<file path="src/hw/rtl/tcf_pkg.sv">
// Shared types, register codes, CORDIC angle table and saturation helper
// for the tilt complementary filter. No dependencies.
package tcf_pkg;

    localparam int IN_W      = 16;
    localparam int ANGLE_W   = 26;   // CORDIC angle accumulator, Q10.16 degrees
    localparam int CORDIC_W  = 33;   // CORDIC x/y datapath
    localparam int MUL_B_W   = 18;
    localparam int SUM_W     = CORDIC_W + MUL_B_W;
    localparam int IDX_W     = 5;
    localparam int ATAN_TABLE_LEN = 24;
    localparam int CFG_IDX_W  = 8;
    localparam int CFG_DATA_W = 17;

    localparam logic signed [ANGLE_W-1:0] DEG90_Q16 = ANGLE_W'(5898240);
    localparam logic [16:0] ALPHA_ONE = 17'd65536;

    localparam logic [CFG_IDX_W-1:0] REG_ALPHA_WEIGHT   = 8'd0;
    localparam logic [CFG_IDX_W-1:0] REG_GYRO_GAIN      = 8'd1;
    localparam logic [CFG_IDX_W-1:0] REG_MAGNITUDE_LOW  = 8'd2;
    localparam logic [CFG_IDX_W-1:0] REG_MAGNITUDE_HIGH = 8'd3;

    typedef struct packed {
        logic signed [IN_W-1:0] acc_x;
        logic signed [IN_W-1:0] acc_y;
        logic signed [IN_W-1:0] acc_z;
        logic signed [IN_W-1:0] gyro_x;
        logic signed [IN_W-1:0] gyro_y;
    } in_t;

    typedef struct packed {
        logic signed [31:0] pitch_out;
        logic signed [31:0] roll_out;
        logic               accel_applied;
    } out_t;

    typedef struct packed {
        logic                   start;
        logic signed [IN_W-1:0] num;
        logic signed [IN_W-1:0] den;
    } cordic_req_t;

    typedef enum logic [3:0] {
        ST_IDLE,
        ST_GYRO_P,
        ST_GYRO_R,
        ST_GYRO_WB,
        ST_CORDIC_WAIT,
        ST_BLEND_MUL1,
        ST_BLEND_MUL2,
        ST_BLEND_WB,
        ST_FINISH
    } tcf_state_t;

    // atan(2^-i) in Q10.16 degrees, rounded to nearest
    function automatic logic signed [ANGLE_W-1:0] atan_lookup(input logic [IDX_W-1:0] i);
        logic signed [ANGLE_W-1:0] v;
        unique case (i)
            5'd0:  v = ANGLE_W'(2949120);
            5'd1:  v = ANGLE_W'(1740967);
            5'd2:  v = ANGLE_W'(919879);
            5'd3:  v = ANGLE_W'(466945);
            5'd4:  v = ANGLE_W'(234379);
            5'd5:  v = ANGLE_W'(117304);
            5'd6:  v = ANGLE_W'(58666);
            5'd7:  v = ANGLE_W'(29335);
            5'd8:  v = ANGLE_W'(14668);
            5'd9:  v = ANGLE_W'(7334);
            5'd10: v = ANGLE_W'(3667);
            5'd11: v = ANGLE_W'(1833);
            5'd12: v = ANGLE_W'(917);
            5'd13: v = ANGLE_W'(458);
            5'd14: v = ANGLE_W'(229);
            5'd15: v = ANGLE_W'(115);
            5'd16: v = ANGLE_W'(57);
            5'd17: v = ANGLE_W'(29);
            5'd18: v = ANGLE_W'(14);
            5'd19: v = ANGLE_W'(7);
            5'd20: v = ANGLE_W'(4);
            5'd21: v = ANGLE_W'(2);
            5'd22: v = ANGLE_W'(1);
            default: v = '0;
        endcase
        return v;
    endfunction

    function automatic logic signed [31:0] sat32(input logic signed [SUM_W-1:0] v);
        logic signed [SUM_W-1:0] hi;
        logic signed [SUM_W-1:0] lo;
        logic signed [31:0]      r;
        hi = $signed({{(SUM_W-32){1'b0}}, 32'h7fff_ffff});
        lo = $signed({{(SUM_W-32){1'b1}}, 32'h8000_0000});
        if (v > hi) begin
            r = 32'sh7fff_ffff;
        end else if (v < lo) begin
            r = 32'sh8000_0000;
        end else begin
            r = v[31:0];
        end
        return r;
    endfunction

endpackage

</file>
<file path="src/hw/rtl/tcf_cordic.sv">
// Iterative vectoring CORDIC: atan2(num, den) in Q10.16 degrees, one step per cycle.
// Depends on tcf_pkg (request type, widths, angle table).
module tcf_cordic
    import tcf_pkg::*;
#(
    parameter int ITERATIONS = 16
) (
    input  logic                      aclk,
    input  logic                      aresetn,
    input  cordic_req_t               req,
    output logic                      done,
    output logic signed [ANGLE_W-1:0] angle
);

    localparam logic [IDX_W-1:0] LAST_IDX = IDX_W'(ITERATIONS - 1);

    logic                       busy_reg, busy_next;
    logic                       done_reg, done_next;
    logic [IDX_W-1:0]           cnt_reg, cnt_next;
    logic signed [CORDIC_W-1:0] x_reg, x_next;
    logic signed [CORDIC_W-1:0] y_reg, y_next;
    logic signed [ANGLE_W-1:0]  z_reg, z_next;

    logic signed [CORDIC_W-1:0] x_load, y_load, x_sh, y_sh;
    logic                       both_zero;

    always_comb begin
        x_load    = $signed({{(CORDIC_W-IN_W-14){req.den[IN_W-1]}}, req.den, 14'b0});
        y_load    = $signed({{(CORDIC_W-IN_W-14){req.num[IN_W-1]}}, req.num, 14'b0});
        both_zero = (req.num == '0) && (req.den == '0);
        x_sh      = x_reg >>> cnt_reg;
        y_sh      = y_reg >>> cnt_reg;

        busy_next = busy_reg;
        done_next = 1'b0;
        cnt_next  = cnt_reg;
        x_next    = x_reg;
        y_next    = y_reg;
        z_next    = z_reg;

        if (req.start) begin
            cnt_next = '0;
            if (both_zero) begin
                busy_next = 1'b0;
                done_next = 1'b1;
                z_next    = '0;
            end else begin
                busy_next = 1'b1;
                // pre-rotate into the right half plane
                priority if (x_load < 0 && y_load >= 0) begin
                    x_next = y_load;
                    y_next = -x_load;
                    z_next = DEG90_Q16;
                end else if (x_load < 0) begin
                    x_next = -y_load;
                    y_next = x_load;
                    z_next = -DEG90_Q16;
                end else begin
                    x_next = x_load;
                    y_next = y_load;
                    z_next = '0;
                end
            end
        end else if (busy_reg) begin
            if (y_reg > 0) begin
                x_next = x_reg + y_sh;
                y_next = y_reg - x_sh;
                z_next = z_reg + atan_lookup(cnt_reg);
            end else begin
                x_next = x_reg - y_sh;
                y_next = y_reg + x_sh;
                z_next = z_reg - atan_lookup(cnt_reg);
            end
            cnt_next = cnt_reg + 1'b1;
            if (cnt_reg == LAST_IDX) begin
                busy_next = 1'b0;
                done_next = 1'b1;
            end
        end
    end

    always_ff @(posedge aclk) begin
        if (!aresetn) begin
            busy_reg <= 1'b0;
            done_reg <= 1'b0;
            cnt_reg  <= '0;
        end else begin
            busy_reg <= busy_next;
            done_reg <= done_next;
            cnt_reg  <= cnt_next;
        end
    end

    always_ff @(posedge aclk) begin
        x_reg <= x_next;
        y_reg <= y_next;
        z_reg <= z_next;
    end

    assign done  = done_reg;
    assign angle = z_reg;

endmodule

</file>
<file path="src/hw/rtl/tilt_complementary_filter_unit.sv">
// Tilt complementary filter top level: gyro integration, accel window check,
// shared multiplier blend and sequencer. Depends on tcf_pkg and tcf_cordic.
//
//  channel   direction  handshake            payload
//  s_        in         s_valid / s_ready    s_data  (in_t)
//  m_        out        m_valid / m_ready    m_data  (out_t)
//  cfg_      in         cfg_write            cfg_index, cfg_data
//
// An item without accelerometer correction goes from the gyro states straight to
// the finish state. With correction, the single-step CORDIC (at most 24 iterations)
// runs once for pitch and once for roll, and the one multiplier is shared by gyro
// and blend products.
// Synchronous active-low reset clears angles to zero and loads register defaults.
// A stalled result holds in the output register; a new item is taken meanwhile.
module tilt_complementary_filter_unit
    import tcf_pkg::*;
#(
    parameter int CORDIC_ITERATIONS = 16
) (
    input  logic                  aclk,
    input  logic                  aresetn,
    input  logic                  s_valid,
    output logic                  s_ready,
    input  in_t                   s_data,
    output logic                  m_valid,
    input  logic                  m_ready,
    output out_t                  m_data,
    input  logic                  cfg_write,
    input  logic [CFG_IDX_W-1:0]  cfg_index,
    input  logic [CFG_DATA_W-1:0] cfg_data
);

    localparam int ITERS = (CORDIC_ITERATIONS > ATAN_TABLE_LEN) ? ATAN_TABLE_LEN
                                                                 : CORDIC_ITERATIONS;

    tcf_state_t state_reg, state_next;

    logic [16:0] alpha_reg;
    logic [15:0] gain_reg;
    logic [16:0] mag_low_reg;
    logic [16:0] mag_high_reg;

    in_t                        in_reg;
    logic signed [31:0]         pitch_reg, pitch_next;
    logic signed [31:0]         roll_reg, roll_next;
    logic                       apply_reg, apply_next;
    logic                       phase_roll_reg, phase_roll_next;
    logic signed [SUM_W-1:0]    prod_reg;
    logic signed [SUM_W-1:0]    sum_reg, sum_next;
    out_t                       out_reg;
    logic                       m_valid_reg, m_valid_next;

    logic signed [CORDIC_W-1:0] mul_a;
    logic signed [MUL_B_W-1:0]  mul_b;
    logic signed [SUM_W-1:0]    mul_p;
    logic signed [SUM_W-1:0]    wb_sum;
    logic signed [31:0]         blend_res;
    logic signed [31:0]         cur_angle;
    logic [16:0]                alpha_cap, alpha_inv;
    logic [16:0]                abs_x, abs_y, abs_z;
    logic [17:0]                mag;
    logic                       apply_now;
    logic                       s_transfer, m_transfer, load_out;

    cordic_req_t                cordic_req;
    logic                       cordic_done;
    logic signed [ANGLE_W-1:0]  cordic_angle;

    tcf_cordic #(
        .ITERATIONS(ITERS)
    ) u_cordic (
        .aclk    (aclk),
        .aresetn (aresetn),
        .req     (cordic_req),
        .done    (cordic_done),
        .angle   (cordic_angle)
    );

    assign s_transfer = s_valid && s_ready;
    assign m_transfer = m_valid_reg && m_ready;

    // next state
    always_comb begin
        state_next = state_reg;
        unique case (state_reg)
            ST_IDLE:        if (s_transfer) state_next = ST_GYRO_P;
            ST_GYRO_P:      state_next = ST_GYRO_R;
            ST_GYRO_R:      state_next = ST_GYRO_WB;
            ST_GYRO_WB:     state_next = apply_now ? ST_CORDIC_WAIT : ST_FINISH;
            ST_CORDIC_WAIT: if (cordic_done) state_next = ST_BLEND_MUL1;
            ST_BLEND_MUL1:  state_next = ST_BLEND_MUL2;
            ST_BLEND_MUL2:  state_next = ST_BLEND_WB;
            ST_BLEND_WB:    state_next = phase_roll_reg ? ST_FINISH : ST_CORDIC_WAIT;
            ST_FINISH:      if (!m_valid_reg || m_ready) state_next = ST_IDLE;
            default:        state_next = ST_IDLE;
        endcase
    end

    // sequencer outputs
    always_comb begin
        s_ready          = (state_reg == ST_IDLE);
        load_out         = (state_reg == ST_FINISH) && (!m_valid_reg || m_ready);
        cordic_req.start = ((state_reg == ST_GYRO_WB) && apply_now) ||
                           ((state_reg == ST_BLEND_WB) && !phase_roll_reg);
        cordic_req.num   = (state_reg == ST_GYRO_WB) ? in_reg.acc_y : in_reg.acc_x;
        cordic_req.den   = in_reg.acc_z;
    end

    // datapath
    always_comb begin
        abs_x     = in_reg.acc_x[IN_W-1] ? 17'(-$signed({in_reg.acc_x[IN_W-1], in_reg.acc_x}))
                                         : {1'b0, in_reg.acc_x};
        abs_y     = in_reg.acc_y[IN_W-1] ? 17'(-$signed({in_reg.acc_y[IN_W-1], in_reg.acc_y}))
                                         : {1'b0, in_reg.acc_y};
        abs_z     = in_reg.acc_z[IN_W-1] ? 17'(-$signed({in_reg.acc_z[IN_W-1], in_reg.acc_z}))
                                         : {1'b0, in_reg.acc_z};
        mag       = {1'b0, abs_x} + {1'b0, abs_y} + {1'b0, abs_z};
        apply_now = (mag > {1'b0, mag_low_reg}) && (mag < {1'b0, mag_high_reg});

        alpha_cap = (alpha_reg > ALPHA_ONE) ? ALPHA_ONE : alpha_reg;
        alpha_inv = ALPHA_ONE - alpha_cap;
        cur_angle = phase_roll_reg ? roll_reg : pitch_reg;

        unique case (state_reg)
            ST_GYRO_P: begin
                mul_a = CORDIC_W'(in_reg.gyro_x);
                mul_b = $signed({2'b00, gain_reg});
            end
            ST_GYRO_R: begin
                mul_a = CORDIC_W'(in_reg.gyro_y);
                mul_b = $signed({2'b00, gain_reg});
            end
            ST_BLEND_MUL1: begin
                mul_a = CORDIC_W'(cur_angle);
                mul_b = $signed({1'b0, alpha_inv});
            end
            ST_BLEND_MUL2: begin
                mul_a = CORDIC_W'(cordic_angle);
                mul_b = $signed({1'b0, alpha_cap});
            end
            default: begin
                mul_a = '0;
                mul_b = '0;
            end
        endcase
        mul_p = mul_a * mul_b;

        wb_sum    = sum_reg + prod_reg;
        blend_res = sat32(wb_sum >>> 16);

        pitch_next      = pitch_reg;
        roll_next       = roll_reg;
        apply_next      = apply_reg;
        phase_roll_next = phase_roll_reg;
        sum_next        = sum_reg;

        unique case (state_reg)
            ST_IDLE: begin
                if (s_transfer) phase_roll_next = 1'b0;
            end
            ST_GYRO_R:     pitch_next = sat32(SUM_W'(pitch_reg) + prod_reg);
            ST_GYRO_WB: begin
                roll_next  = sat32(SUM_W'(roll_reg) - prod_reg);
                apply_next = apply_now;
            end
            ST_BLEND_MUL2: sum_next = prod_reg + SUM_W'(32768);
            ST_BLEND_WB: begin
                if (phase_roll_reg) begin
                    roll_next = blend_res;
                end else begin
                    pitch_next      = blend_res;
                    phase_roll_next = 1'b1;
                end
            end
            default: ;
        endcase

        m_valid_next = m_valid_reg;
        if (load_out) begin
            m_valid_next = 1'b1;
        end else if (m_transfer) begin
            m_valid_next = 1'b0;
        end
    end

    // control and configuration
    always_ff @(posedge aclk) begin
        if (!aresetn) begin
            state_reg      <= ST_IDLE;
            m_valid_reg    <= 1'b0;
            pitch_reg      <= '0;
            roll_reg       <= '0;
            apply_reg      <= 1'b0;
            phase_roll_reg <= 1'b0;
            alpha_reg      <= 17'd6554;
            gain_reg       <= 16'd10;
            mag_low_reg    <= 17'd8192;
            mag_high_reg   <= 17'd32768;
        end else begin
            state_reg      <= state_next;
            m_valid_reg    <= m_valid_next;
            pitch_reg      <= pitch_next;
            roll_reg       <= roll_next;
            apply_reg      <= apply_next;
            phase_roll_reg <= phase_roll_next;
            if (cfg_write) begin
                unique case (cfg_index)
                    REG_ALPHA_WEIGHT:   alpha_reg    <= cfg_data;
                    REG_GYRO_GAIN:      gain_reg     <= cfg_data[15:0];
                    REG_MAGNITUDE_LOW:  mag_low_reg  <= cfg_data;
                    REG_MAGNITUDE_HIGH: mag_high_reg <= cfg_data;
                    default: ;  // drop writes beyond the register list
                endcase
            end
        end
    end

    // payload
    always_ff @(posedge aclk) begin
        if (s_transfer) in_reg <= s_data;
        prod_reg <= mul_p;
        sum_reg  <= sum_next;
        if (load_out) begin
            out_reg.pitch_out     <= pitch_reg;
            out_reg.roll_out      <= roll_reg;
            out_reg.accel_applied <= apply_reg;
        end
    end

    assign m_valid = m_valid_reg;
    assign m_data  = out_reg;

    a_cordic_done_in_wait: assert property (@(posedge aclk) disable iff (!aresetn)
        cordic_done |-> (state_reg == ST_CORDIC_WAIT))
        else $error("CORDIC finished outside its wait state");

    a_blend_only_applied: assert property (@(posedge aclk) disable iff (!aresetn)
        (state_reg == ST_BLEND_MUL1) |-> apply_reg)
        else $error("blend started without accelerometer correction");

    a_result_from_finish: assert property (@(posedge aclk) disable iff (!aresetn)
        $rose(m_valid_reg) |-> $past(state_reg == ST_FINISH))
        else $error("result raised outside finish state");

endmodule

</file>
<file path="config.mk">
export PLATFORM = sky130hd
export DESIGN_NAME = tilt_complementary_filter_unit
export DESIGN_NICKNAME = d
export VERILOG_FILES = /design/src/hw/rtl/tcf_pkg.sv /design/src/hw/rtl/tcf_cordic.sv /design/src/hw/rtl/tilt_complementary_filter_unit.sv
export SDC_FILE = /design/constraint.sdc
export NUM_CORES = 2
export LEC_CHECK = 0
export BUFFER_PORTS_ARGS = -buffer_cell sky130_fd_sc_hd__buf_2
export CAP_MARGIN = 10
export CORE_MARGIN = 1.5
export CORE_UTILIZATION = 32
export DETAILED_ROUTE_END_ITERATION = 8
export SLEW_MARGIN = 20
export SYNTH_ARGS = -nofsm -noshare
export SYNTH_HDL_FRONTEND = slang
export SYNTH_HIERARCHICAL = 1
export SYNTH_SLANG_ARGS = --single-unit
</file>
<file path="constraint.sdc">
create_clock -name aclk -period 11.7 [get_ports aclk]
set_input_delay 3.51 -clock aclk [delete_from_list [all_inputs] [get_ports aclk]]
set_output_delay 3.51 -clock aclk [all_outputs]
set_load 0.02 [all_outputs]
</file>
==> flow_summary.yaml <==
run_status:
  status: "complete, no violations"
setup_path:
  critical_path.max_stage_delay_ns: 0.74
  critPathSlowestCell: "a221oi_4"
  crit_type: "flip-flop to flip-flop"
  critPathLaunchType: "flip-flop"
  r2r-start: "alpha_reg[3]"
  crit_start: "alpha_reg[3]"
  crit_path_end: "prod_reg[46]"
  cp.required_ns: 12.32
  endpoint_kind: "flip-flop"
  reg2reg_setup_slack_ns: 1.13
  path_max_fanout: 16
  cp.arrival_ns: 11.19
  reg2reg_depth: 34
  crit_path_frequent_cell: "fa_1"
  rr_endpoint: "prod_reg[46]"
logic_synthesis:
  muxShareOfSynthArea: 0.0615
  syn_area_sq_um: 63200
  synth_top_family_by_area: "adder cells"
  synthTopCellsByCount: "nand2_1 (898), inv_1 (833), fa_1 (548)"
  synth-compound-area-share: 0.181
  async_flop_share: 0
  synthSimpleGateAreaFrac: 0.164
  synth_edf_count: 288
  synth_area_leaders: "fa_1 (17%), edfxtp_1 (14%), ha_1 (8.4%), dfxtp_1 (6.9%), nand2_1 (5.3%)"
  ys_ff_latch: 506
  yosysWarnings: 6
  avgSynthCellArea_sq_um: 8.69
  yosysSeqAreaShare: 0.206
  synth_fa_ha_area_frac: 0.258
  synth_flop_cell: "edfxtp_1"
  syn_inst: 7274
  synth_top_cell_by_area: "fa_1"
  synth_cell_types: 131
  yosysTopAreaCellShare: 0.174
  synth_most_common_cell: "nand2_1"
  synth_xor_area_frac: 0.0566
flow_run:
  drv_cap: 0
place:
  dp.cells: 9832
  dpl-instance-area_sq_um: 66700
  gp_congestion: 0.998
  pre_cts_slack_ns: 1.29
  port_buffers: 176
  dpl.hpwl_um: 186000
timing:
  setup_viol: 0
  finClkSkew_ns: 0.0563
  worst_slack_ns: 1.13
  setup_tns_ns: 0
  hold_viol_final: 0
  whs_ns: 0.445
  tightestPinTransition_ns: 1.29
  slew_headroom: 0.135
  fin_crit_sh: 0.904
  post-route-min-period_ns: 10.57
  slew_violations: 0
  rsz0062_at_grt: "false"
  max_freq_mhz: 94.6
clock_tree:
  htree_levels: 3
  post_cts_buffers: 0
  clock-root-buffer: "clkbuf_16"
  clock_sinks: 506
  cts_tree: "built"
  cts.path.max_buffers: 3
  cts_hold_buf: 0
  ctsResizeCount: 0
  clk_pin_slew_ns: 0.06
  numCtsBuffers: 68
  worst_skew_pair.late_latency_ns: 0.73
global_route:
  grt_pass1_wl_um: 347000
  grt_use_met2: 0.381
  antenna_found_initial: 14
  grt_max_degree: 124
  grt_util_met1: 0.275
  gr-total-overflow: 0
  gr-usage-all-layers: 0.228
  grt_most_used_layer: "met2"
  grtUsageMet3: 0.0378
  first_global_vias: 55269
drt:
  ant_nets: 0
  via_per_inst: 5.58
  drc_errors: 0
  avgRoutedWirePerCell_um: 23.2
  drtIter0Drc: 5078
  vias: 55551
  firstDrtPassIters: 6
  wirelength_um: 231000
final_layout:
  final_cells: 9962
  final_cell_area_sq_um: 69200
  syn_to_final_growth_pct: 9.52
  fin_nets: 8363
  utilization: 0.354
  num-fill-cells: 20114
  drive_above_1_share: 0.0900
  largest_reg_flops: 65
floorplan:
  ios: 177
  start_util: 0.323
  dieArea_sq_um: 200000
  rows: 162
  die_h_um: 447
  die_w_um: 447
  core_sq_um: 196000
power_and_ir_drop:
  leakage_nw: 29.9
  power.density_nw_per_um2: 129
  vdd_ir_drop_max_mv: 0.107
  post-layout-total-power_mw: 8.93
hold_path:
  worstHoldPathType: "flip-flop to flip-flop"
## worst max-delay path: cells and delay by family (launching register included)
family	cells	cell delay, ns
simple gates	11	2.72
buf+inv	4	0.66
compound gates	11	3.26
fa+ha+maj	7	3.39
flops	1	0.37
xor+xnor	1	0.13
## report_power, final
part	total [mW]	switching [mW]	internal, mW
Clock	2.31	0.950	1.36
Combinational	4.24	2.64	1.60
Sequential	2.38	0.312	2.06
Total	8.93	3.90	5.03
## how the worst min path moves through the flow
stage	depth (start not counted)	from	slack [ns]	to
detailed placement	0	apply_reg	0.44	m_data[0]
CTS	0	apply_reg	0.45	m_data[0]
global placement	0	apply_reg	0.43	m_data[0]
finish	0	apply_reg	0.45	m_data[0]
global route	0	apply_reg	0.48	m_data[0]
floorplan	0	apply_reg	0.41	m_data[0]
## cell usage in the layout, fill, tap and decap left out, types with 34 or more instances in the layout
master     count
and2_1        48
a21boi_0      40
nand4_1       67
nor2b_1       97
fa_1         548
a22oi_1       39
xor2_1       176
o21bai_1      37
buf_2        178
edfxtp_1     288
mux2_2        42
nor4_1        48
a211o_1       34
o21ai_0      348
nand2b_1      63
nor3_1       109
buf_4         94
o21a_1        61
a31oi_1       43
clkbuf_16     71
or3_1         41
nand2_1      897
o211ai_1     105
o31ai_1       46
inv_1        832
a211oi_1      53
a21o_1       147
xnor2_1      232
and3_1        49
mux2i_1      134
mux4_2        88
a21oi_1      413
nor2_1       545
dfxtp_1      212
ha_1         426
nand3_1      128
## routing by layer
| layer | routed length [um] | up-vias |
|---|---|---|
| met5 | 11 | - |
| met4 | 15800 | 2 |
| met3 | 16000 | 592 |
| met2 | 109000 | 2313 |
| met1 | 90900 | 27311 |
| li1 | - | 25333 |
## cell type report
cell class	count	area, sq um	area share
inverters	840	3160	0.0456
multi-input cells	5590	45700	0.660
flip-flops and latches	506	13000	0.188
diodes	3	7.51	0.000108
clock inverters	39	549	0.00794
clock buffers	87	1890	0.0273
well taps	2624	3280	0.0474
repair buffers	273	1620	0.0234
## cell families after synthesis
logic type      Yosys count
mux                     270
xor+xnor                408
simple gates           2230
flops                   506
buf+inv                1180
other cells               1
compound gates         1705
fa+ha+maj               974
(Power assumes the default switching activity.)
